<file path="src/rtl/sap_pkg.sv">
// Shared types and constants of the stepper angle pointer.
// Used by the controller, the datapath, the top level and the checker.
package sap_pkg;

  localparam int unsigned FULL_TURN_Q6 = 23040;
  localparam int unsigned ANGLE_W      = 16;
  localparam int unsigned NORM_W       = 15;
  localparam int unsigned PROD_W       = 31;
  localparam int unsigned CFG_W        = 16;
  localparam int unsigned OUT_POS_W    = 32;
  localparam int unsigned OUT_TDATA_W  = 40;
  localparam int unsigned IN_TDATA_W   = 16;
  localparam int unsigned APB_ADDR_W   = 4;
  localparam int unsigned APB_DATA_W   = 32;

  // One turn is 45 * 2^9. The power of two is shifted off and the division by 45
  // is a multiplication by ceil(2^28 / 45), exact for every 22-bit input.
  localparam int unsigned TURN_POW2_SH = 9;
  localparam int unsigned QUO_IN_W     = PROD_W - TURN_POW2_SH;
  localparam int unsigned RECIP_W      = 23;
  localparam int unsigned RECIP_SH     = 28;
  localparam int unsigned RECIP_PROD_W = QUO_IN_W + RECIP_W;
  localparam logic [RECIP_W-1:0] RECIP_45 = 23'd5965233;

  localparam logic [1:0] REG_STEPS_PER_REV = 2'd0;
  localparam logic [1:0] REG_STEP_INTERVAL = 2'd1;
  localparam logic [1:0] REG_MOTOR_ENABLE  = 2'd2;

  localparam logic [CFG_W-1:0] STEPS_PER_REV_RST = 16'd200;
  localparam logic [CFG_W-1:0] STEP_INTERVAL_RST = 16'd1200;
  localparam logic             MOTOR_ENABLE_RST  = 1'b1;

  localparam logic OP_TICK       = 1'b0;
  localparam logic OP_SET_TARGET = 1'b1;

  typedef struct packed {
    logic [CFG_W-1:0] steps_per_rev;
    logic [CFG_W-1:0] step_interval_us;
    logic             motor_enable;
  } cfg_t;

  typedef struct packed {
    logic capture;
    logic tick;
    logic norm;
    logic mul;
    logic div_start;
    logic take_tgt;
    logic fix;
    logic emit;
  } cmd_t;

  typedef struct packed {
    logic div_busy;
  } status_t;

  typedef struct packed {
    logic                 step_pulse;
    logic                 direction;
    logic [OUT_POS_W-1:0] position;
    logic                 at_target;
  } res_t;

endpackage

</file>
<file path="src/rtl/sap_divider.sv">
// Restoring divider that keeps only the remainder, one dividend bit per cycle.
// Depends on nothing; instantiated by sap_datapath.
module sap_divider #(
  parameter int unsigned DVD_W = 32,
  parameter int unsigned DVS_W = 16
) (
  input  logic             clk_i,
  input  logic             rst_ni,
  input  logic             start_i,
  input  logic [DVD_W-1:0] dividend_i,
  input  logic [DVS_W-1:0] divisor_i,
  output logic             busy_o,
  output logic [DVS_W-1:0] remainder_o
);

  localparam int unsigned CNT_W = $clog2(DVD_W + 1);

  logic [DVD_W-1:0] dvd_q, dvd_d;
  logic [DVS_W-1:0] rem_q, rem_d;
  logic [DVS_W-1:0] dvs_q, dvs_d;
  logic [CNT_W-1:0] cnt_q, cnt_d;
  logic             busy_q, busy_d;
  logic [DVS_W:0]   trial;
  logic [DVS_W:0]   diff;
  logic             ge;

  assign trial = {rem_q, dvd_q[DVD_W-1]};
  assign diff  = trial - {1'b0, dvs_q};
  assign ge    = trial >= {1'b0, dvs_q};

  always_comb begin
    dvd_d  = dvd_q;
    rem_d  = rem_q;
    dvs_d  = dvs_q;
    cnt_d  = cnt_q;
    busy_d = busy_q;
    if (start_i) begin
      dvd_d  = dividend_i;
      rem_d  = '0;
      dvs_d  = divisor_i;
      cnt_d  = CNT_W'(DVD_W);
      busy_d = 1'b1;
    end else if (busy_q) begin
      dvd_d = {dvd_q[DVD_W-2:0], 1'b0};
      rem_d = ge ? diff[DVS_W-1:0] : trial[DVS_W-1:0];
      cnt_d = cnt_q - 1'b1;
      if (cnt_q == CNT_W'(1)) begin
        busy_d = 1'b0;
      end
    end
  end

  always_ff @(posedge clk_i or negedge rst_ni) begin
    if (!rst_ni) begin
      busy_q <= 1'b0;
      cnt_q  <= '0;
    end else begin
      busy_q <= busy_d;
      cnt_q  <= cnt_d;
    end
  end

  always_ff @(posedge clk_i) begin
    dvd_q <= dvd_d;
    rem_q <= rem_d;
    dvs_q <= dvs_d;
  end

  assign busy_o      = busy_q;
  assign remainder_o = rem_q;

endmodule

</file>
<file path="src/rtl/sap_datapath.sv">
// Datapath of the stepper angle pointer: position state, angle scaling and path choice.
// Depends on sap_pkg and sap_divider.
module sap_datapath
  import sap_pkg::*;
#(
  parameter int unsigned POS_WIDTH = 32
) (
  input  logic                clk_i,
  input  logic                rst_ni,
  input  cmd_t                cmd_i,
  input  cfg_t                cfg_i,
  input  logic [ANGLE_W-1:0]  angle_i,
  output status_t             status_o,
  output res_t                res_o
);

  logic signed [ANGLE_W-1:0] angle_q;
  logic [NORM_W-1:0]         norm_q, norm_d;
  logic [PROD_W-1:0]         prod_q;
  logic [CFG_W-1:0]          tgt_q;
  logic [POS_WIDTH-1:0]      current_q, current_d;
  logic [POS_WIDTH-1:0]      target_q, target_d;
  logic [CFG_W-1:0]          elapsed_q, elapsed_d;
  logic                      dir_q, dir_d;
  logic                      pulse_q, pulse_d;

  logic [CFG_W-1:0]          spr_eff;
  logic [POS_WIDTH-1:0]      cur_mag;
  logic                      cur_neg;
  logic                      div_busy;
  logic [CFG_W-1:0]          div_rem;
  logic [QUO_IN_W-1:0]       prod_hi;
  logic [RECIP_PROD_W-1:0]   recip_prod;

  logic signed [ANGLE_W:0]   a17, t17;
  localparam logic signed [ANGLE_W:0] FULL_S = $signed(17'(FULL_TURN_Q6));

  logic [CFG_W-1:0]          cm;
  logic signed [CFG_W+1:0]   diff, diff_adj, half;
  logic signed [63:0]        diff64;
  logic signed [63:0]        cur64;
  logic [CFG_W-1:0]          elapsed_inc;

  assign spr_eff = (cfg_i.steps_per_rev == '0) ? CFG_W'(1) : cfg_i.steps_per_rev;
  assign cur_neg = current_q[POS_WIDTH-1];
  assign cur_mag = cur_neg ? (POS_WIDTH'(0) - current_q) : current_q;

  // The serial unit reduces the magnitude of the current position modulo one revolution.
  sap_divider #(
    .DVD_W(POS_WIDTH),
    .DVS_W(CFG_W)
  ) u_divider (
    .clk_i      (clk_i),
    .rst_ni     (rst_ni),
    .start_i    (cmd_i.div_start),
    .dividend_i (cur_mag),
    .divisor_i  (spr_eff),
    .busy_o     (div_busy),
    .remainder_o(div_rem)
  );

  // Step index: the scaled angle over one turn, taken as a shift and a reciprocal multiply.
  assign prod_hi    = prod_q[PROD_W-1:TURN_POW2_SH];
  assign recip_prod = RECIP_PROD_W'(prod_hi) * RECIP_PROD_W'(RECIP_45);

  // Wrap the angle into one turn; at most two corrections cover the 16-bit range.
  always_comb begin
    a17 = {angle_q[ANGLE_W-1], angle_q};
    t17 = a17;
    if (a17 < 0) begin
      t17 = a17 + FULL_S;
      if (t17 < 0) begin
        t17 = t17 + FULL_S;
      end
    end else if (a17 >= FULL_S) begin
      t17 = a17 - FULL_S;
    end
    norm_d = t17[NORM_W-1:0];
  end

  // Shortest path: bring the difference into the window of half a turn.
  always_comb begin
    cm = (cur_neg && (div_rem != '0)) ? (spr_eff - div_rem) : div_rem;
    diff = $signed({2'b00, tgt_q}) - $signed({2'b00, cm});
    half = $signed({3'b000, spr_eff[CFG_W-1:1]});
    diff_adj = diff;
    if (diff > half) begin
      diff_adj = diff - $signed({2'b00, spr_eff});
    end else if (diff < -half) begin
      diff_adj = diff + $signed({2'b00, spr_eff});
    end
    diff64 = 64'(diff_adj);
  end

  assign elapsed_inc = (elapsed_q == '1) ? elapsed_q : (elapsed_q + 1'b1);

  always_comb begin
    current_d = current_q;
    target_d  = target_q;
    elapsed_d = elapsed_q;
    dir_d     = dir_q;
    pulse_d   = pulse_q;
    if (cmd_i.capture) begin
      pulse_d = 1'b0;
    end
    if (cmd_i.tick) begin
      elapsed_d = elapsed_inc;
      if ((current_q != target_q) && (elapsed_inc >= cfg_i.step_interval_us)) begin
        elapsed_d = '0;
        pulse_d   = 1'b1;
        if ($signed(target_q) > $signed(current_q)) begin
          dir_d     = 1'b1;
          current_d = current_q + 1'b1;
        end else begin
          dir_d     = 1'b0;
          current_d = current_q - 1'b1;
        end
      end
    end
    if (cmd_i.fix) begin
      target_d = current_q + diff64[POS_WIDTH-1:0];
    end
  end

  always_ff @(posedge clk_i or negedge rst_ni) begin
    if (!rst_ni) begin
      current_q <= '0;
      target_q  <= '0;
      elapsed_q <= '0;
      dir_q     <= 1'b0;
      pulse_q   <= 1'b0;
    end else begin
      current_q <= current_d;
      target_q  <= target_d;
      elapsed_q <= elapsed_d;
      dir_q     <= dir_d;
      pulse_q   <= pulse_d;
    end
  end

  always_ff @(posedge clk_i) begin
    if (cmd_i.capture) begin
      angle_q <= $signed(angle_i);
    end
    if (cmd_i.norm) begin
      norm_q <= norm_d;
    end
    if (cmd_i.mul) begin
      prod_q <= PROD_W'(norm_q) * PROD_W'(spr_eff);
    end
    if (cmd_i.take_tgt) begin
      tgt_q <= recip_prod[RECIP_SH +: CFG_W];
    end
  end

  assign cur64 = 64'($signed(current_q));

  assign status_o.div_busy = div_busy;
  assign res_o.step_pulse  = pulse_q;
  assign res_o.direction   = dir_q;
  assign res_o.position    = cur64[OUT_POS_W-1:0];
  assign res_o.at_target   = (current_q == target_q);

endmodule

</file>
<file path="src/rtl/sap_ctrl.sv">
// Controller state machine of the stepper angle pointer.
// Depends on sap_pkg; drives sap_datapath through cmd_t.
module sap_ctrl
  import sap_pkg::*;
(
  input  logic    clk_i,
  input  logic    rst_ni,
  input  logic    in_valid_i,
  input  logic    in_op_i,
  output logic    in_ready_o,
  input  logic    out_free_i,
  input  status_t status_i,
  output cmd_t    cmd_o
);

  localparam logic [3:0] S_IDLE  = 4'd0;
  localparam logic [3:0] S_TICK  = 4'd1;
  localparam logic [3:0] S_NORM  = 4'd2;
  localparam logic [3:0] S_MUL   = 4'd3;
  localparam logic [3:0] S_SCALE = 4'd4;
  localparam logic [3:0] S_DIVM  = 4'd5;
  localparam logic [3:0] S_WAITM = 4'd6;
  localparam logic [3:0] S_FIX   = 4'd7;
  localparam logic [3:0] S_EMIT  = 4'd8;

  logic [3:0] state_q, state_d;

  always_comb begin
    state_d    = state_q;
    cmd_o      = '0;
    in_ready_o = 1'b0;
    unique case (state_q)
      S_IDLE: begin
        in_ready_o    = 1'b1;
        cmd_o.capture = in_valid_i;
        if (in_valid_i) begin
          state_d = (in_op_i == OP_SET_TARGET) ? S_NORM : S_TICK;
        end
      end
      S_TICK: begin
        cmd_o.tick = 1'b1;
        state_d    = S_EMIT;
      end
      S_NORM: begin
        cmd_o.norm = 1'b1;
        state_d    = S_MUL;
      end
      S_MUL: begin
        cmd_o.mul = 1'b1;
        state_d   = S_SCALE;
      end
      S_SCALE: begin
        cmd_o.take_tgt = 1'b1;
        state_d        = S_DIVM;
      end
      S_DIVM: begin
        cmd_o.div_start = 1'b1;
        state_d         = S_WAITM;
      end
      S_WAITM: begin
        if (!status_i.div_busy) begin
          state_d = S_FIX;
        end
      end
      S_FIX: begin
        cmd_o.fix = 1'b1;
        state_d   = S_EMIT;
      end
      S_EMIT: begin
        if (out_free_i) begin
          cmd_o.emit = 1'b1;
          state_d    = S_IDLE;
        end
      end
      default: begin
        state_d = S_IDLE;
      end
    endcase
  end

  always_ff @(posedge clk_i or negedge rst_ni) begin
    if (!rst_ni) begin
      state_q <= S_IDLE;
    end else begin
      state_q <= state_d;
    end
  end

endmodule

</file>
<file path="src/rtl/stepper_angle_pointer.sv">
// Top level of the stepper angle pointer: configuration registers, stream ports, result register.
// Depends on sap_pkg, sap_ctrl and sap_datapath.
//
// Usage. Items enter on the slave stream: s_axis_tuser carries the operation
// (0 is a one microsecond time tick, 1 sets a new target angle) and
// s_axis_tdata carries the signed angle in 1/64 degree. Every item produces
// exactly one result item on the master stream, in order.
// A time tick goes from the idle state to the tick state, then to the emit
// state, which loads its result into the output register once that is free.
// A set-target item goes through the NORM, MUL and SCALE states, which wrap
// the angle into one turn and scale it to a step index. The DIVM state then
// starts the serial remainder unit, which takes one bit of the current
// position per cycle to reduce it modulo the steps per revolution; the FIX
// state sets the new target and the EMIT state loads the result.
// At most one item is in work at a time; the input is ready again as soon as
// its result has moved into the output register.
// The output register holds a finished result while the receiver stalls; the
// next item is accepted meanwhile and waits in the controller until the
// register is free.
// Reset clears the position, target, elapsed time and direction line, loads the
// configuration defaults (200 steps, 1200 us, driver enabled) and leaves the master
// stream empty. Configuration is to be written over APB while idle; the block does not enforce it.
module stepper_angle_pointer
  import sap_pkg::*;
#(
  parameter int unsigned POS_WIDTH = 32
) (
  input  logic                   clk_i,
  input  logic                   rst_ni,
  // APB configuration port
  input  logic                   psel,
  input  logic                   penable,
  input  logic                   pwrite,
  input  logic [APB_ADDR_W-1:0]  paddr,
  input  logic [APB_DATA_W-1:0]  pwdata,
  output logic [APB_DATA_W-1:0]  prdata,
  output logic                   pready,
  // Input stream
  input  logic                   s_axis_tvalid,
  output logic                   s_axis_tready,
  input  logic [IN_TDATA_W-1:0]  s_axis_tdata,  // [15:0] angle_q6
  input  logic                   s_axis_tuser,  // [0] operation
  // Output stream
  output logic                   m_axis_tvalid,
  input  logic                   m_axis_tready,
  output logic [OUT_TDATA_W-1:0] m_axis_tdata   // [0] step_pulse, [1] direction,
                                                 // [33:2] position, [34] at_target,
                                                 // [35] driver_enable_n, [39:36] zero
);

  cfg_t    cfg_q, cfg_d;
  cmd_t    cmd;
  status_t status;
  res_t    res;

  logic                   out_valid_q;
  logic [OUT_TDATA_W-1:0] out_data_q;
  logic                   out_free;
  logic                   apb_write;
  logic [1:0]             reg_index;

  // Register decode: the word index is the byte address over four.
  assign reg_index = paddr[3:2];
  assign apb_write = psel && penable && pwrite;
  assign pready    = 1'b1;

  always_comb begin
    cfg_d = cfg_q;
    if (apb_write) begin
      unique case (reg_index)
        REG_STEPS_PER_REV: cfg_d.steps_per_rev    = pwdata[CFG_W-1:0];
        REG_STEP_INTERVAL: cfg_d.step_interval_us = pwdata[CFG_W-1:0];
        REG_MOTOR_ENABLE:  cfg_d.motor_enable     = pwdata[0];
        default: begin
          cfg_d = cfg_q;
        end
      endcase
    end
  end

  always_comb begin
    unique case (reg_index)
      REG_STEPS_PER_REV: prdata = APB_DATA_W'(cfg_q.steps_per_rev);
      REG_STEP_INTERVAL: prdata = APB_DATA_W'(cfg_q.step_interval_us);
      REG_MOTOR_ENABLE:  prdata = APB_DATA_W'(cfg_q.motor_enable);
      default:           prdata = '0;
    endcase
  end

  always_ff @(posedge clk_i or negedge rst_ni) begin
    if (!rst_ni) begin
      cfg_q.steps_per_rev    <= STEPS_PER_REV_RST;
      cfg_q.step_interval_us <= STEP_INTERVAL_RST;
      cfg_q.motor_enable     <= MOTOR_ENABLE_RST;
    end else begin
      cfg_q <= cfg_d;
    end
  end

  sap_ctrl u_ctrl (
    .clk_i      (clk_i),
    .rst_ni     (rst_ni),
    .in_valid_i (s_axis_tvalid),
    .in_op_i    (s_axis_tuser),
    .in_ready_o (s_axis_tready),
    .out_free_i (out_free),
    .status_i   (status),
    .cmd_o      (cmd)
  );

  sap_datapath #(
    .POS_WIDTH(POS_WIDTH)
  ) u_datapath (
    .clk_i    (clk_i),
    .rst_ni   (rst_ni),
    .cmd_i    (cmd),
    .cfg_i    (cfg_q),
    .angle_i  (s_axis_tdata[ANGLE_W-1:0]),
    .status_o (status),
    .res_o    (res)
  );

  // The output register can take a new result when empty or when it is being drained.
  assign out_free = !out_valid_q || m_axis_tready;

  always_ff @(posedge clk_i or negedge rst_ni) begin
    if (!rst_ni) begin
      out_valid_q <= 1'b0;
    end else if (cmd.emit) begin
      out_valid_q <= 1'b1;
    end else if (m_axis_tready) begin
      out_valid_q <= 1'b0;
    end
  end

  always_ff @(posedge clk_i) begin
    if (cmd.emit) begin
      out_data_q <= {4'b0000, ~cfg_q.motor_enable, res.at_target, res.position,
                     res.direction, res.step_pulse};
    end
  end

  assign m_axis_tvalid = out_valid_q;
  assign m_axis_tdata  = out_data_q;

endmodule

</file>
<file path="config.mk">
export PLATFORM = sky130hd
export DESIGN_NAME = stepper_angle_pointer
export DESIGN_NICKNAME = d
export VERILOG_FILES = /design/src/rtl/sap_pkg.sv /design/src/rtl/sap_divider.sv /design/src/rtl/sap_datapath.sv /design/src/rtl/sap_ctrl.sv /design/src/rtl/stepper_angle_pointer.sv
export SDC_FILE = /design/constraint.sdc
export NUM_CORES = 2
export LEC_CHECK = 0
export ABC_AREA = 1
export BUFFER_PORTS_ARGS = -buffer_cell sky130_fd_sc_hd__buf_4
export CORE_MARGIN = 3
export CORE_UTILIZATION = 60
export CTS_BUF_LIST = sky130_fd_sc_hd__clkbuf_16
export DETAILED_ROUTE_END_ITERATION = 10
export PLACE_DENSITY_LB_ADDON = 0.08
export SYNTH_ARGS = -nofsm -noshare
export SYNTH_HDL_FRONTEND = slang
export SYNTH_HIERARCHICAL = 1
export SYNTH_SLANG_ARGS = --single-unit
</file>
<file path="constraint.sdc">
create_clock -name clk_i -period 9.55 [get_ports clk_i]
set_input_delay 1.4325 -clock clk_i [delete_from_list [all_inputs] [get_ports clk_i]]
set_output_delay 1.4325 -clock clk_i [all_outputs]
set_load 0.02 [all_outputs]
</file>
* After elaboration in Yosys (flattened, before gate mapping)
Index checks and enable logic that the tools add are counted.
Word-level totals: bits in registers 305, input bits 60, logic and storage cells 122
Operators by class: add/sub/neg operators 15, $mul 2, $lt $le $gt $ge 8, equality and inequality tests 17, mux-type cells 41, bitwise logic cells 1, reduce and logical (&&, ||, !) cells 18
Operator list (count):
- two-way mux 32 bit | 4
- two-way mux 16 bit | 5
- one-hot mux 16 bit (3 select lines) | 1
- two-way mux 15 bit | 3
- multiplier 22 x 23 -> 44 bit, second input constant | 1
- two-way mux 18 bit | 2
- adder 32 x 1 -> 32 bit, second input constant | 1
- adder 32 bit | 1
- equality test 32 bit | 1
- greater-than comparator 32 bit | 1
- != test 32 bit | 1
- one-hot mux 4 bit (8 select lines) | 1
- subtractor 1 x 32 -> 32 bit, first input constant | 1
- subtractor 16 bit | 2
- subtractor 32 x 1 -> 32 bit, second input constant | 1
- multiplier 15 x 16 -> 31 bit | 1
- two-way mux 1 bit | 19
- adder 18 x 17 -> 18 bit | 1
- greater-than comparator 18 x 16 -> 1 bit | 1
- < comparator 18 bit | 1
- negation 15 -> 18 bit | 1
- subtractor 18 x 17 -> 18 bit | 1
- adder 16 x 16 -> 17 bit, second input constant | 1
- >= comparator 17 x 16 -> 1 bit | 1
- other kinds (33) | 49

* Longest topological paths before layout
depth in word-level cells 9, depth in mapped cells 61, mapped depth without buffers 59

* Modules after synthesis
The synthesis kept the hierarchy.
Modules (own cells, without submodules):
- sap_datapath | times used 1, cells each 4031, area an instance 31028.5 um^2, sequential area each 4124.0 um^2
- sap_divider | times used 1, cells each 512, area an instance 4115.2 um^2, sequential area each 1936.9 um^2
- stepper_angle_pointer | times used 1, cells each 268, area an instance 2840.2 um^2, sequential area each 1941.9 um^2
- sap_ctrl | times used 1, cells each 50, area an instance 306.5 um^2, sequential area each 100.1 um^2

* Worst setup path after synthesis
OpenSTA, ideal clock, no wires.
kind register to register, start register cfg_q[29] (netlist bit), end register u_datapath.target_q[21], arrival 6965 ps, path slack 2468 ps, cell stages (with the launch flop) 53, period minus slack after synthesis 7082 ps, cells stage by stage dfrtp_1 -> buf_6 -> inv_6 -> nand3_4 -> nor2_2 -> nand4_2 -> nand2_4 -> inv_1 -> clkbuf_1 -> ha_1 -> fa_1 -> nor3_1 -> nor2_1 -> nor2_1 -> o22ai_1 -> o21ai_0 -> nand3_1 -> nand2_1 -> [17 not listed] -> nand2_4 -> buf_2 -> a21oi_1 -> o21ai_0 -> o21ai_0 -> ha_1 -> a21oi_1 -> nand2_1 -> inv_1 -> nor2_1 -> nor2_2 -> inv_1 -> a21o_1 -> a21oi_1 -> o21bai_1 -> or2_0 -> nand3_1 -> nand2_1
On the way: word-level cells in the longest chain between the ends 9, elaborated cells on any way between the ends 13, those cells by class add/sub: 6; order compare: 2; mux: 4; reduce/logical: 1
Ends and longest elaborated chain:
- start, declared | RTL line stepper_angle_pointer.sv:51 | cfg_t cfg_q, cfg_d;
- start signal, assigned | RTL line stepper_angle_pointer.sv:96 | cfg_q <= cfg_d;
- zero test 16 bit (*) | RTL line sap_datapath.sv:44 | assign spr_eff = (cfg_i.steps_per_rev == '0) ? CFG_W'(1) : cfg_i.steps_per_rev;
- two-way mux 16 bit (*) | RTL line sap_datapath.sv:44
- named net u_datapath.spr_eff[0] | RTL line sap_datapath.sv:27 | logic [CFG_W-1:0] spr_eff;
- subtractor 16 bit | RTL line sap_datapath.sv:83 | cm = (cur_neg && (div_rem != '0)) ? (spr_eff - div_rem) : div_rem;
- two-way mux 16 bit | RTL line sap_datapath.sv:83
- subtractor 16 x 16 -> 17 bit | RTL line sap_datapath.sv:84 | diff = $signed({2'b00, tgt_q}) - $signed({2'b00, cm});
- adder 18 x 17 -> 18 bit or < comparator 18 bit (tied branches) | RTL line sap_datapath.sv:90, sap_datapath.sv:89
- two-way mux 18 bit | RTL line sap_datapath.sv:89 | end else if (diff < -half) begin
- two-way mux 18 bit (*) | RTL line sap_datapath.sv:87 | if (diff > half) begin
- adder 32 bit (*) | RTL line sap_datapath.sv:121 | target_d = current_q + diff64[POS_WIDTH-1:0];
- end signal, assigned | RTL line sap_datapath.sv:134 | target_q <= target_d;
- end, declared | RTL line sap_datapath.sv:22 | logic [POS_WIDTH-1:0] target_q, target_d;
The timed path passes the listed nets; every way through them passes the cells marked *. A chain may end at the register's enable or synchronous reset.

* Worst setup path in the final report
start register cfg_q[25] (netlist bit), end register u_datapath.target_q[26]
The elaborated chain is that of the path after synthesis.

==> impl_metrics.csv <==
group,metric,value,unit
worst_setup_path,endpoint,"u_datapath/target_q[26]$_DFFE_PN0P_",
sta,worst_slack,796.9,ps
worst_setup_path,crit_top_cell,"nand2_1",
finish,layout_commonest_cell,"nand2_1",
global_route,grt_busiest_layer,"met2",
logic_synthesis,ys_types,78,
logic_synthesis,async_flop_share,0.4291,
route,drc_errors,0,
route,drt_pre_antenna_iters,6,
cts,clk_pin_slew,60,ps
logic_synthesis,synth-edff-count,153,
route,routed_wl,105.4,mm
floorplan,start_util,0.6137,
route,viasPerCell,5.572,
cts,clk_path_buf_depth,3,
worst_setup_path,path_depth,48,
global_route,grt_pass1_wl,169.0,mm
cts,clock-sinks,296,
cts,cts_buffers,36,
global_route,use_met1,0.4337,
sta,clock-skew-final,21.42,ps
worst_setup_path,cpMaxStageDelayCell,"fa_1",
sta,whs,419.8,ps
global_route,met3_usage,0.04495,
floorplan,design.portCount,135,
worst_setup_path,slowest_delay,490,ps
worst_setup_path,cp_max_fo,28,
floorplan,die_area,66880,um2
finish,fin_nets,5785,
worst_setup_path,reg2reg_to,"u_datapath/target_q[26]$_DFFE_PN0P_",
sta,rsz0062_at_grt,"false",
sta,slew_viol_final,0,
route,vias,32160,
finish,drive_gt1_frac,0.06994,
worst_setup_path,crit_type,"reg2reg",
global_route,grt_max_degree,70,
sta,min_period_over_period,0.9166,
worst_hold_path,hp-class,"reg2reg",
worst_setup_path,worst_setup_path_startpoint,"cfg_q[25]$_DFFE_PN0P_",
global_route,grtUsageMet2,0.5161,
global_route,track_usage,0.3185,
placed_design,dp_hpwl,85.63,mm
cts,postCtsSetupRepairBufs,0,
logic_synthesis,ys_ff_latch,296,
route,wl_per_cell,18.27,um
worst_setup_path,ff2ff_setup_slack,800,ps
global_route,grt_pass1_vias,31540,
placed_design,dp_slack,1046,ps
cts,root_buffer,"clkbuf_16",
worst_setup_path,cp.arrival,9260,ps
worst_setup_path,worst-path-buf-inv,6,
global_route,grt_antenna_before_repair,0,
logic_synthesis,syn_area,38290,um2
logic_synthesis,ys_warn_count,6,
global_route,gr-total-overflow,0,
cts,worstSkewPairLatency,580,ps
run,drv_cap,0,
worst_setup_path,cp-end-kind,"flip-flop",
route,ant_nets,0,
floorplan,fp.dieH,258.6,um
sta,finalHoldViolCount,0,
cts,cts_tree,"built",
floorplan,fp.dieW,258.6,um
cts,cts_resized,0,
route,drt_iter0_markers,2530,
worst_setup_path,r2r-start,"cfg_q[25]$_DFFE_PN0P_",
sta,fin_crit,8753,ps
logic_synthesis,synth_seq_area_share,0.2116,
cts,hold_buffers,0,
sta,setup_viol,0,
logic_synthesis,synth_flop_cell,"edfxtp_1",
finish,syn_to_final_growth,6.702,%
placed_design,gp_congestion,0.9652,
sta,worst_slew_pin_slew,1111,ps
logic_synthesis,postSynthAreaPerCell,7.877,um2
cts,htreeDepth,2,
logic_synthesis,syn_inst,4861,
finish,final_cell_mix,"1149 x nand2_1, 902 x inv_1, 506 x ha_1, 314 x fa_1, 263 x nor2_1",
worst_setup_path,startpoint_type,"flip-flop",
sta,clock.fmax,0.1142,GHz
floorplan,rows,91,
worst_setup_path,cpLargestDelayFamily,"simple AND/OR/NAND/NOR gates",
sta,finalSetupTns,0,ps
worst_setup_path,r2r_cells,48,
outcome,status,"completed",
worst_setup_path,cp.required,10060,ps
floorplan,coreArea,62390,um2
sta,slew_headroom,0.2596,
placed_design,io_buffers,95,
## cell usage after synthesis, drive strengths merged, types with 2 or more instances
cell type | n | share of area
a21boi | 9 | 0.0018
ha | 506 | 0.17
dfstp | 8 | 0.0055
and3 | 2 | 0.00033
nand2 | 1179 | 0.12
nor2 | 295 | 0.032
dfrtp | 119 | 0.078
a21oi | 260 | 0.035
nor3 | 67 | 0.0098
xnor2 | 45 | 0.010
nor4 | 27 | 0.0051
o2111ai | 2 | 0.00046
o21a | 9 | 0.0018
a21o | 23 | 0.0045
edfxtp | 153 | 0.12
o221ai | 2 | 0.00046
a221oi | 9 | 0.0021
nand4 | 40 | 0.0069
o31ai | 5 | 0.00098
inv | 920 | 0.091
nand3b | 16 | 0.0031
fa | 314 | 0.16
or2 | 14 | 0.0023
nand3 | 179 | 0.025
clkbuf | 79 | 0.0083
xor2 | 140 | 0.032
buf | 68 | 0.013
o21bai | 24 | 0.0051
conb | 2 | 0.00020
o211ai | 15 | 0.0029
dfxtp | 16 | 0.0084
a211oi | 5 | 0.00098
and2 | 2 | 0.00033
o21ai | 265 | 0.037
o22ai | 3 | 0.00049
a31oi | 27 | 0.0044
## routing by layer
metal | share of wire | routed length (um) | vias up
met3 | 0.065 | 6818 | 200
met4 | 0.043 | 4558 | 0
met1 | 0.43 | 45730 | 15380
met2 | 0.46 | 48320 | 1021
li1 | - | - | 15560
met5 | 0 | 0 | -
## cell families (layout without fill, tap and decap cells)
logic type | after synthesis | after routing | share of synthesized area
simple gates | 1821 | 1821 | 0.2035
buf+inv | 1068 | 1121 | 0.1120
fa+ha+maj | 820 | 820 | 0.3295
compound gates | 669 | 669 | 0.1009
flops | 296 | 296 | 0.2116
xor+xnor | 185 | 185 | 0.04232
other cells | 2 | 22 | 0.0001961
## area by class of cell
cell class | instances | area, um2
flip-flops and latches | 296 | 8103
diodes | 1 | 2.502
clock inverters | 30 | 321.6
inverters | 921 | 3475
well taps | 837 | 1047
repair buffers | 134 | 1010
fillers | 5549 | 21540
clock buffers | 36 | 900.9
multi-input cells | 3516 | 26000
## sequential cells by signal, indices dropped and copies added (netlist names), 6 cells and up
signal	cells
cfg_q	33
m_axis_tdata	36
u_datapath/angle_q	16
u_datapath/current_q	32
u_datapath/elapsed_q	16
u_datapath/norm_q	15
u_datapath/prod_q	22
u_datapath/target_q	32
u_datapath/tgt_q	16
u_datapath/u_divider/cnt_q	6
u_datapath/u_divider/dvd_q	32
u_datapath/u_divider/dvs_q	16
u_datapath/u_divider/remainder_o	16
## worst register-to-register path, delay by kind of cell (launching register included)
kind / cells / cell delay (ps)
AOI/OAI and AO/OA: 11 / 1860
and+or+nand+nor: 22 / 3270
xor gates and xnor gates: 3 / 730
adders and majority gates: 6 / 1900
buffers and inverters: 6 / 570
DFF: 1 / 380
## worst min path at each step
stage,startpoint,to,slack [ps],cells past startpoint
final,u_datapath/angle_q[5]$_DFFE_PP_,u_datapath/norm_q[5]$_DFFE_PP_,420,0
after global routing,u_datapath/angle_q[4]$_DFFE_PP_,u_datapath/norm_q[4]$_DFFE_PP_,430,0
after CTS,u_datapath/angle_q[5]$_DFFE_PP_,u_datapath/norm_q[5]$_DFFE_PP_,420,0
after detailed placement,u_datapath/angle_q[5]$_DFFE_PP_,u_datapath/norm_q[5]$_DFFE_PP_,410,0
after global placement,u_datapath/angle_q[7]$_DFFE_PP_,u_datapath/norm_q[7]$_DFFE_PP_,400,0
after floorplan,u_datapath/angle_q[0]$_DFFE_PP_,u_datapath/norm_q[0]$_DFFE_PP_,400,0
## per-stage QoR
step	cells	cell area [um2]	utilization
global placement	5704	39630	0.6352
CTS	5770	40850	0.6548
finish	5771	40860	0.6548
global route	5770	40850	0.6548
floorplan	4880	38360	-
detailed placement	5704	39630	0.6352
Power is not shown: default switching activity piles up to over one toggle a cycle in this logic, so the estimate is an artifact.
